## src/rtl/core/bbde_pkg.sv

```systemverilog
// Shared types, constants and helpers for the base-b digit expansion unit.
// Used by bbde_ctrl, bbde_dp and base_b_digit_expansion_unit; depends on nothing.
`default_nettype none

package bbde_pkg;

    localparam int NUMBER_BITS_DEF = 31;
    localparam int MAX_DIGITS_DEF  = 31;

    localparam int BASE_W  = 5;
    localparam int CHAR_W  = 7;
    localparam int COUNT_W = 5;
    localparam int DIGIT_W = 4;

    // bits of the dividend consumed per long-division cycle
    localparam int CHUNK_BITS = 8;

    localparam logic [BASE_W-1:0]  BASE_TWO   = 5'd2;
    localparam logic [BASE_W-1:0]  BASE_FOUR  = 5'd4;
    localparam logic [BASE_W-1:0]  BASE_EIGHT = 5'd8;
    localparam logic [BASE_W-1:0]  BASE_NINE  = 5'd9;
    localparam logic [BASE_W-1:0]  BASE_HEX   = 5'd16;
    localparam logic [DIGIT_W-1:0] DEC_TEN    = 4'd10;
    localparam logic [CHAR_W-1:0]  CHAR_ZERO  = 7'h30;
    localparam logic [CHAR_W-1:0]  CHAR_A     = 7'h41;

    typedef enum logic [2:0] {
        S_IDLE,
        S_ERR,
        S_POW,
        S_DIV,
        S_EMIT
    } t_state;

    typedef struct packed {
        logic load;
        logic pow_step;
        logic div_step;
        logic emit;
        logic err;
    } t_cmd;

    typedef struct packed {
        logic base_ok;
        logic base_pow2;
        logic pow_done;
        logic div_done;
        logic emit_done;
    } t_sts;

    function automatic logic [CHAR_W-1:0] to_ascii(input logic [DIGIT_W-1:0] d,
                                                   input logic hex);
        logic [CHAR_W-1:0] c;
        if (hex && (d >= DEC_TEN)) begin
            c = CHAR_A + CHAR_W'(d - DEC_TEN);
        end else begin
            c = CHAR_ZERO + CHAR_W'(d);
        end
        return c;
    endfunction

endpackage

`default_nettype wire

```

## src/rtl/core/bbde_ctrl.sv

```systemverilog
// Sequencer for digit expansion: load, divide or shift per digit, then emit, or error.
// Depends on bbde_pkg; drives the command struct into bbde_dp.
`default_nettype none

module bbde_ctrl (
    input  wire logic           i_clk,
    input  wire logic           i_rst_n,
    input  wire logic           start,
    input  wire bbde_pkg::t_sts i_sts,
    output bbde_pkg::t_cmd      o_cmd,
    output logic                busy
);
    import bbde_pkg::*;

    t_state r_state;
    t_state n_state;

    always_ff @(posedge i_clk) begin
        if (!i_rst_n) begin
            r_state <= S_IDLE;
        end else begin
            r_state <= n_state;
        end
    end

    always_comb begin
        n_state = r_state;
        o_cmd   = '0;
        case (r_state)
            S_IDLE: begin
                if (start) begin
                    o_cmd.load = 1'b1;
                    if (!i_sts.base_ok) begin
                        n_state = S_ERR;
                    end else if (i_sts.base_pow2) begin
                        n_state = S_POW;
                    end else begin
                        n_state = S_DIV;
                    end
                end
            end
            S_ERR: begin
                o_cmd.err = 1'b1;
                n_state   = S_IDLE;
            end
            S_POW: begin
                o_cmd.pow_step = 1'b1;
                if (i_sts.pow_done) begin
                    n_state = S_EMIT;
                end
            end
            S_DIV: begin
                o_cmd.div_step = 1'b1;
                if (i_sts.div_done) begin
                    n_state = S_EMIT;
                end
            end
            S_EMIT: begin
                o_cmd.emit = 1'b1;
                if (i_sts.emit_done) begin
                    n_state = S_IDLE;
                end
            end
            default: begin
                n_state = S_IDLE;
            end
        endcase
    end

    assign busy = (r_state != S_IDLE);

endmodule

`default_nettype wire

```

## src/rtl/core/bbde_dp.sv

```systemverilog
// Datapath: dividend register, 8-bit-per-cycle long division, shift path for
// power-of-two bases, digit store and registered result outputs. Uses bbde_pkg.
`default_nettype none

module bbde_dp #(
    parameter int NUMBER_BITS = bbde_pkg::NUMBER_BITS_DEF,
    parameter int MAX_DIGITS  = bbde_pkg::MAX_DIGITS_DEF
) (
    input  wire logic                           i_clk,
    input  wire logic                           i_rst_n,
    input  wire bbde_pkg::t_cmd                 i_cmd,
    output bbde_pkg::t_sts                      o_sts,
    input  wire logic [NUMBER_BITS-1:0]         i_number,
    input  wire logic [bbde_pkg::BASE_W-1:0]    i_base,
    output logic                                o_strobe,
    output logic [bbde_pkg::CHAR_W-1:0]         o_digit_char,
    output logic [bbde_pkg::COUNT_W-1:0]        o_digit_count,
    output logic                                o_last_digit,
    output logic                                o_base_error
);
    import bbde_pkg::*;

    localparam int CHUNKS = (NUMBER_BITS + CHUNK_BITS - 1) / CHUNK_BITS;
    localparam int PW     = CHUNKS * CHUNK_BITS;
    localparam int CKW    = (CHUNKS > 1) ? $clog2(CHUNKS) : 1;
    localparam int AW     = $clog2(MAX_DIGITS);
    localparam int CW     = $clog2(MAX_DIGITS + 1);

    logic [PW-1:0]            r_work;
    logic [DIGIT_W-1:0]       r_radix;
    logic                     r_hex;
    logic [2:0]               r_shift;
    logic [DIGIT_W:0]         r_rem;
    logic [CKW-1:0]           r_chunk;
    logic [CW-1:0]            r_count;
    logic [AW-1:0]            r_idx;
    logic [DIGIT_W-1:0]       r_store [MAX_DIGITS];
    logic                     r_strobe;
    logic [CHAR_W-1:0]        r_char;
    logic [COUNT_W-1:0]       r_dcount;
    logic                     r_last;
    logic                     r_err;

    logic [PW-1:0]            w_div_work;
    logic [DIGIT_W:0]         w_div_rem;
    logic [PW-1:0]            w_pow_work;
    logic [DIGIT_W-1:0]       w_pow_digit;
    logic                     w_chunk_last;
    logic                     w_store_en;
    logic [DIGIT_W-1:0]       w_store_digit;
    logic [2:0]               w_in_shift;

    // one chunk of restoring division, MSB first
    always_comb begin
        logic [DIGIT_W:0]      v_rem;
        logic [CHUNK_BITS-1:0] v_q;
        v_rem = r_rem;
        v_q   = '0;
        for (int j = 0; j < CHUNK_BITS; j++) begin
            v_rem = {v_rem[DIGIT_W-1:0], r_work[PW-1-j]};
            if (v_rem >= {1'b0, r_radix}) begin
                v_rem              = v_rem - {1'b0, r_radix};
                v_q[CHUNK_BITS-1-j] = 1'b1;
            end
        end
        w_div_rem  = v_rem;
        w_div_work = (r_work << CHUNK_BITS) | PW'(v_q);
    end

    assign w_pow_work   = r_work >> r_shift;
    assign w_pow_digit  = r_work[DIGIT_W-1:0] & DIGIT_W'((5'd1 << r_shift) - 5'd1);
    assign w_chunk_last = (r_chunk == CKW'(CHUNKS - 1));

    assign w_store_en    = i_cmd.pow_step || (i_cmd.div_step && w_chunk_last);
    assign w_store_digit = i_cmd.pow_step ? w_pow_digit : w_div_rem[DIGIT_W-1:0];

    always_comb begin
        case (i_base)
            BASE_TWO:   w_in_shift = 3'd1;
            BASE_FOUR:  w_in_shift = 3'd2;
            BASE_EIGHT: w_in_shift = 3'd3;
            default:    w_in_shift = 3'd4;
        endcase
    end

    assign o_sts.base_ok   = (i_base inside {[BASE_TWO:BASE_NINE], BASE_HEX});
    assign o_sts.base_pow2 = (i_base inside {BASE_TWO, BASE_FOUR, BASE_EIGHT, BASE_HEX});
    assign o_sts.pow_done  = (w_pow_work == '0);
    assign o_sts.div_done  = w_chunk_last && (w_div_work == '0);
    assign o_sts.emit_done = (r_idx == '0);

    // control state
    always_ff @(posedge i_clk) begin
        if (!i_rst_n) begin
            r_chunk  <= '0;
            r_count  <= '0;
            r_strobe <= 1'b0;
        end else begin
            r_strobe <= i_cmd.emit || i_cmd.err;
            if (i_cmd.load) begin
                r_chunk <= '0;
                r_count <= '0;
            end else begin
                if (i_cmd.div_step) begin
                    r_chunk <= w_chunk_last ? '0 : r_chunk + CKW'(1);
                end
                // saturate: drop digits beyond the store depth
                if (w_store_en && (r_count < CW'(MAX_DIGITS))) begin
                    r_count <= r_count + CW'(1);
                end
            end
        end
    end

    // payload
    always_ff @(posedge i_clk) begin
        if (i_cmd.load) begin
            r_work  <= PW'(i_number);
            r_radix <= i_base[DIGIT_W-1:0];
            r_hex   <= (i_base == BASE_HEX);
            r_shift <= w_in_shift;
            r_rem   <= '0;
        end else if (i_cmd.pow_step) begin
            r_work <= w_pow_work;
        end else if (i_cmd.div_step) begin
            r_work <= w_div_work;
            r_rem  <= w_chunk_last ? '0 : w_div_rem;
        end

        if (w_store_en && (r_count < CW'(MAX_DIGITS))) begin
            r_store[r_count[AW-1:0]] <= w_store_digit;
            r_idx                    <= r_count[AW-1:0];
        end else if (i_cmd.emit) begin
            r_idx <= r_idx - AW'(1);
        end

        if (i_cmd.err) begin
            r_char   <= '0;
            r_dcount <= '0;
            r_last   <= 1'b1;
            r_err    <= 1'b1;
        end else if (i_cmd.emit) begin
            r_char   <= to_ascii(r_store[r_idx], r_hex);
            r_dcount <= COUNT_W'(r_count);
            r_last   <= (r_idx == '0);
            r_err    <= 1'b0;
        end
    end

    assign o_strobe      = r_strobe;
    assign o_digit_char  = r_char;
    assign o_digit_count = r_dcount;
    assign o_last_digit  = r_last;
    assign o_base_error  = r_err;

endmodule

`default_nettype wire

```

## src/rtl/core/base_b_digit_expansion_unit.sv

```systemverilog
// Top level of the base-b digit expansion unit: joins bbde_ctrl and bbde_dp.
// Depends on bbde_pkg, bbde_ctrl and bbde_dp.
//
// Converts an unsigned number to ASCII digits in base 2..9 or 16, most
// significant digit first, one result per o_strobe pulse; results cannot be
// stalled, so the receiver must take every strobe. A transaction is taken when
// start is high and busy is low, and busy stays high until the last result has
// been issued. Each transaction runs a load, then one shift per digit for bases
// 2, 4, 8 and 16, or chunked long division per digit for bases 3, 5, 6, 7 and 9
// (the long-division step retires 8 dividend bits per cycle), then the emit
// phase, one digit per emit step. An unsupported base gives a single error result.
`default_nettype none

module base_b_digit_expansion_unit #(
    parameter int NUMBER_BITS = bbde_pkg::NUMBER_BITS_DEF,
    parameter int MAX_DIGITS  = bbde_pkg::MAX_DIGITS_DEF
) (
    input  wire logic                        i_clk,
    input  wire logic                        i_rst_n,
    input  wire logic                        start,
    output logic                             busy,
    input  wire logic [NUMBER_BITS-1:0]      i_number,
    input  wire logic [bbde_pkg::BASE_W-1:0] i_base,
    output logic                             o_strobe,
    output logic [bbde_pkg::CHAR_W-1:0]      o_digit_char,
    output logic [bbde_pkg::COUNT_W-1:0]     o_digit_count,
    output logic                             o_last_digit,
    output logic                             o_base_error
);
    import bbde_pkg::*;

    t_cmd w_cmd;
    t_sts w_sts;

    bbde_ctrl u_ctrl (
        .i_clk   (i_clk),
        .i_rst_n (i_rst_n),
        .start   (start),
        .i_sts   (w_sts),
        .o_cmd   (w_cmd),
        .busy    (busy)
    );

    bbde_dp #(
        .NUMBER_BITS (NUMBER_BITS),
        .MAX_DIGITS  (MAX_DIGITS)
    ) u_dp (
        .i_clk         (i_clk),
        .i_rst_n       (i_rst_n),
        .i_cmd         (w_cmd),
        .o_sts         (w_sts),
        .i_number      (i_number),
        .i_base        (i_base),
        .o_strobe      (o_strobe),
        .o_digit_char  (o_digit_char),
        .o_digit_count (o_digit_count),
        .o_last_digit  (o_last_digit),
        .o_base_error  (o_base_error)
    );

endmodule

`default_nettype wire
```

## config.mk

```make
export PLATFORM = sky130hd
export DESIGN_NAME = base_b_digit_expansion_unit
export DESIGN_NICKNAME = d
export VERILOG_FILES = /design/src/rtl/core/bbde_pkg.sv /design/src/rtl/core/bbde_ctrl.sv /design/src/rtl/core/bbde_dp.sv /design/src/rtl/core/base_b_digit_expansion_unit.sv
export SDC_FILE = /design/constraint.sdc
export NUM_CORES = 1
export LEC_CHECK = 0
export BUFFER_PORTS_ARGS = -buffer_cell sky130_fd_sc_hd__buf_2
export CAP_MARGIN = 20
export CELL_PAD_IN_SITES_DETAIL_PLACEMENT = 1
export CELL_PAD_IN_SITES_GLOBAL_PLACEMENT = 2
export CORE_MARGIN = 10
export CORE_UTILIZATION = 42
export DETAILED_ROUTE_END_ITERATION = 8
export GPL_ROUTABILITY_DRIVEN = 0
export GPL_TIMING_DRIVEN = 0
export PLACE_DENSITY = 0.87
export SLEW_MARGIN = 10
export SYNTH_ARGS = -nofsm -noshare
export SYNTH_HDL_FRONTEND = slang
export SYNTH_HIERARCHICAL = 1
export SYNTH_SLANG_ARGS = --single-unit
```

## constraint.sdc

```tcl
create_clock -name i_clk -period 20.2 [get_ports i_clk]
set_clock_uncertainty 0.05 [all_clocks]
set_input_delay 1.01 -clock i_clk [delete_from_list [all_inputs] [get_ports i_clk]]
set_output_delay 1.01 -clock i_clk [all_outputs]
set_load 0.02 [all_outputs]
```

==> impl_metrics.tcl <==
set metrics [dict create \
    hold_start "u_dp/o_base_error$_SDFFE_PP1P_" \
    mappedNetlistNets 1130 \
    post_cts.repair.setup_buffers 0 \
    synth_seq_cells 203 \
    number_of_synthesized_flops_with_an_enable_pin 168 \
    cp_max_fo 22 \
    cts_inserted_buffers 23 \
    route.vias.total 8684 \
    grtUsageMet3 0.0242 \
    critical_path.startpoint_type "register" \
    ctsResizeCount 0 \
    synth_top_flop_cell "sky130_fd_sc_hd__edfxtp_1" \
    worst_path_largest_cell_delay_ps 760 \
    proportion_of_layout_cells_with_a_drive_suffix_above_1 0.152 \
    boundaryPins 55 \
    setup.reg_to_reg.worst_slack_ps 3260 \
    grt_util_met2 0.300 \
    worst_r2r_endpoint "u_dp/r_store[18][0]$_DFFE_PP_" \
    htree_num_levels 1 \
    dpl_cell_area_um2 12600 \
    critical-path-slowest-cell "sky130_fd_sc_hd__edfxtp_1" \
    max_slew_margin 0.378 \
    hold-path-cell-count 1 \
    seq_area_frac_synth 0.489 \
    grt_max_degree 32 \
    tritoncts "built" \
    count_of_nets_left_with_antenna_violations_after_detail_routing 0 \
    yosysWarningCount 6 \
    setup_repair_after_global_routing_missed_its_margin "false" \
    die_w_um 187 \
    placedCellCount 1474 \
    status "completed" \
    worst_ep_arrival_time_ps 17220 \
    numnets_final 1214 \
    finalHoldViolations 0 \
    use_met1 0.263 \
    globalRouteOverflowTotal 0 \
    die_h_um 187 \
    critPathRequiredTime_ps 20480 \
    netlist_instances 1038 \
    slew_violations 0 \
    final_min_period_over_clock_period 0.838 \
    detailedRoute.firstPassIterationCount 5 \
    route.detailed.vias_per_inst 5.72 \
    instances_no_fill 1517 \
    coreArea_um2 27700 \
    timing.rr.start "u_dp/r_radix[1]$_DFFE_PP_" \
    clock_sink_count 203 \
    postSynthAreaPerCell_um2 11.3 \
    clk_pin_slew_worst_setup_hold_paths_ps 60 \
    detail_route.drc_violations 0 \
    cts_hold_repair.buffers 0 \
    initial_utilization 0.424 \
    detail_route.wl_per_cell_um 21.9 \
    synth.distinct_cells 75 \
    clock-root-buffer "sky130_fd_sc_hd__clkbuf_16" \
    fin_hold_ws_ps 408 \
    first_global_vias 9203 \
    insertedDiodeCount 0 \
    area_growth_pct 14.1 \
    max_clock_freq_mhz 59.0 \
    design_area_um2 13400 \
    hold_path_class "register to register" \
    finalWirelength_um 33300 \
    worst_hold_path_endpoint "u_dp/o_base_error$_SDFFE_PP1P_" \
    async_flop_share 0 \
    fp.dieArea_um2 35100 \
    final-setup-viol-count 0 \
    crit_type "register to register" \
    io_buffer_count 54 \
    finalWorstPathRequiredPeriod_ps 16940 \
    hpwl_detailed_um 24800 \
    clock_latency_on_the_worst_skew_pair_ps 530 \
    syn-cell-area_um2 11800 \
    max-cap-violations 0 \
    worst-r2r-cell-count 64 \
    drt-initial-drc-count 495 \
    grt_antenna_before_repair 0 \
    max_slew.worst_pin.slew_ps 933 \
    setup_tns_ps 0 \
    clock_tree.buffer_depth 3 \
    grt_first_pass_wirelength_um 53500 \
    global_route.peak_usage_layer "met2" \
    timing.critical_path.to_type "register" \
    gr-usage-all-layers 0.187 \
    core.rowCount 61 \
]
cell usage in the layout (no fill, tap or decap), types with 4 or more instances in the layout:
cell,Yosys,routed
sky130_fd_sc_hd__edfxtp_1,168,168
sky130_fd_sc_hd__nor2_1,103,103
sky130_fd_sc_hd__nand2_1,102,102
sky130_fd_sc_hd__mux2i_1,95,95
sky130_fd_sc_hd__o21ai_0,86,85
sky130_fd_sc_hd__buf_2,1,55
sky130_fd_sc_hd__inv_1,48,48
sky130_fd_sc_hd__a21oi_1,45,45
sky130_fd_sc_hd__ha_1,45,45
sky130_fd_sc_hd__clkbuf_1,37,39
sky130_fd_sc_hd__mux4_2,36,36
sky130_fd_sc_hd__dfxtp_1,35,35
sky130_fd_sc_hd__clkbuf_16,0,23
sky130_fd_sc_hd__nor3_1,15,15
sky130_fd_sc_hd__xnor2_1,14,14
sky130_fd_sc_hd__mux2_2,13,13
sky130_fd_sc_hd__a21o_1,13,13
sky130_fd_sc_hd__xor2_1,12,12
sky130_fd_sc_hd__nor4_1,12,12
sky130_fd_sc_hd__nor2b_1,11,11
sky130_fd_sc_hd__nand3b_1,9,9
sky130_fd_sc_hd__a211oi_1,9,9
sky130_fd_sc_hd__buf_1,8,8
sky130_fd_sc_hd__nand4_1,8,8
sky130_fd_sc_hd__fa_1,8,8
sky130_fd_sc_hd__nand2b_1,7,7
sky130_fd_sc_hd__nor3b_1,5,5
sky130_fd_sc_hd__nand3_1,5,5
sky130_fd_sc_hd__clkinvlp_4,0,4
sky130_fd_sc_hd__bufinv_16,0,4
sky130_fd_sc_hd__clkinv_2,0,4
sky130_fd_sc_hd__o21a_1,4,4
sky130_fd_sc_hd__a21boi_0,4,4
sky130_fd_sc_hd__and3_1,4,4
sky130_fd_sc_hd__or2_2,4,4
sky130_fd_sc_hd__a31oi_1,4,4
state kept, by name, summed over array words and instances (netlist names), 2 cells and up, named ones only:
| register | count |
|---|---|
| u_dp/r_store | 124 |
| u_dp/r_work | 32 |
| u_dp/o_digit_char | 7 |
| u_dp/o_digit_count | 5 |
| u_dp/r_count | 5 |
| u_dp/r_idx | 5 |
| u_dp/r_radix | 4 |
| u_dp/r_rem | 4 |
| u_ctrl/r_state | 3 |
| u_dp/r_shift | 3 |
| u_dp/r_chunk | 2 |
cells in the mapped netlist, drive strengths merged, types with 13 or more instances:
cell	instances	area [µm²]
edfxtp	168	5040
nor3	16	91.3
nor2	104	393
o21ai	88	440
a21o	13	97.6
mux2	16	191
dfxtp	35	701
clkbuf	37	139
ha	45	563
mux4	36	811
xnor2	14	123
inv	48	180
a21oi	45	225
nand2	102	383
mux2i	95	951
stage by stage:
stage	util	worst slack (ps)
after floorplan	-	6080
after global placement	0.451	1530
after detailed placement	0.455	3240
after CTS	0.484	3180
after global routing	0.484	1710
final	0.484	3260
worst max path at each step:
| stage | start | endpoint | cells past startpoint |
|---|---|---|---|
| 5_1_grt | u_dp/r_radix[1]$_DFFE_PP_ | u_dp/r_store[17][3]$_DFFE_PP_ | 63 |
| 2_1_floorplan | u_dp/r_radix[1]$_DFFE_PP_ | u_dp/r_store[0][2]$_DFFE_PP_ | 61 |
| 3_5_place_dp | u_dp/r_radix[1]$_DFFE_PP_ | u_dp/r_store[16][0]$_DFFE_PP_ | 63 |
| 3_3_place_gp | u_dp/r_radix[1]$_DFFE_PP_ | u_dp/r_store[16][2]$_DFFE_PP_ | 61 |
| 4_1_cts | u_dp/r_radix[1]$_DFFE_PP_ | u_dp/r_store[18][0]$_DFFE_PP_ | 63 |
| 6_report | u_dp/r_radix[1]$_DFFE_PP_ | u_dp/r_store[18][0]$_DFFE_PP_ | 64 |
area by class of cell:
class | count | area [µm²]
inverter | 50 | 188
clock inverter | 16 | 200
timing repair buffer | 59 | 354
multi-input combinational | 739 | 5690
fill | 2974 | 14300
buffer | 46 | 174
tap | 378 | 473
clock buffer | 26 | 597
sequential | 203 | 5750
critical path, delay by kind of cell, from the launching register on:
kind | cells | cell delay (ps)
buffers and inverters | 11 | 2360
AND/OR/NAND/NOR | 12 | 2320
AO/OA/AOI/OAI | 27 | 6810
multiplexers | 6 | 1980
flip-flops | 1 | 760
adder cells (fa/ha/maj) | 8 | 2460
routing by layer:
metal,vias up,wire [µm]
met3,41,1760
met4,0,574
met1,4357,15700
met5,-,0
met2,242,15300
li1,4044,-
logic make-up after synthesis:
group / after synthesis / share of synthesized area
mux: 147 / 0.166
simple gates: 310 / 0.126
flops: 203 / 0.489
fa+ha+maj: 53 / 0.0615
compound gates: 203 / 0.108
xor+xnor: 26 / 0.0194
buf+inv: 96 / 0.0307
Power is left out: the tool's default activity adds up to more than one toggle a clock period on the data nets, which glitch-free logic cannot reach.
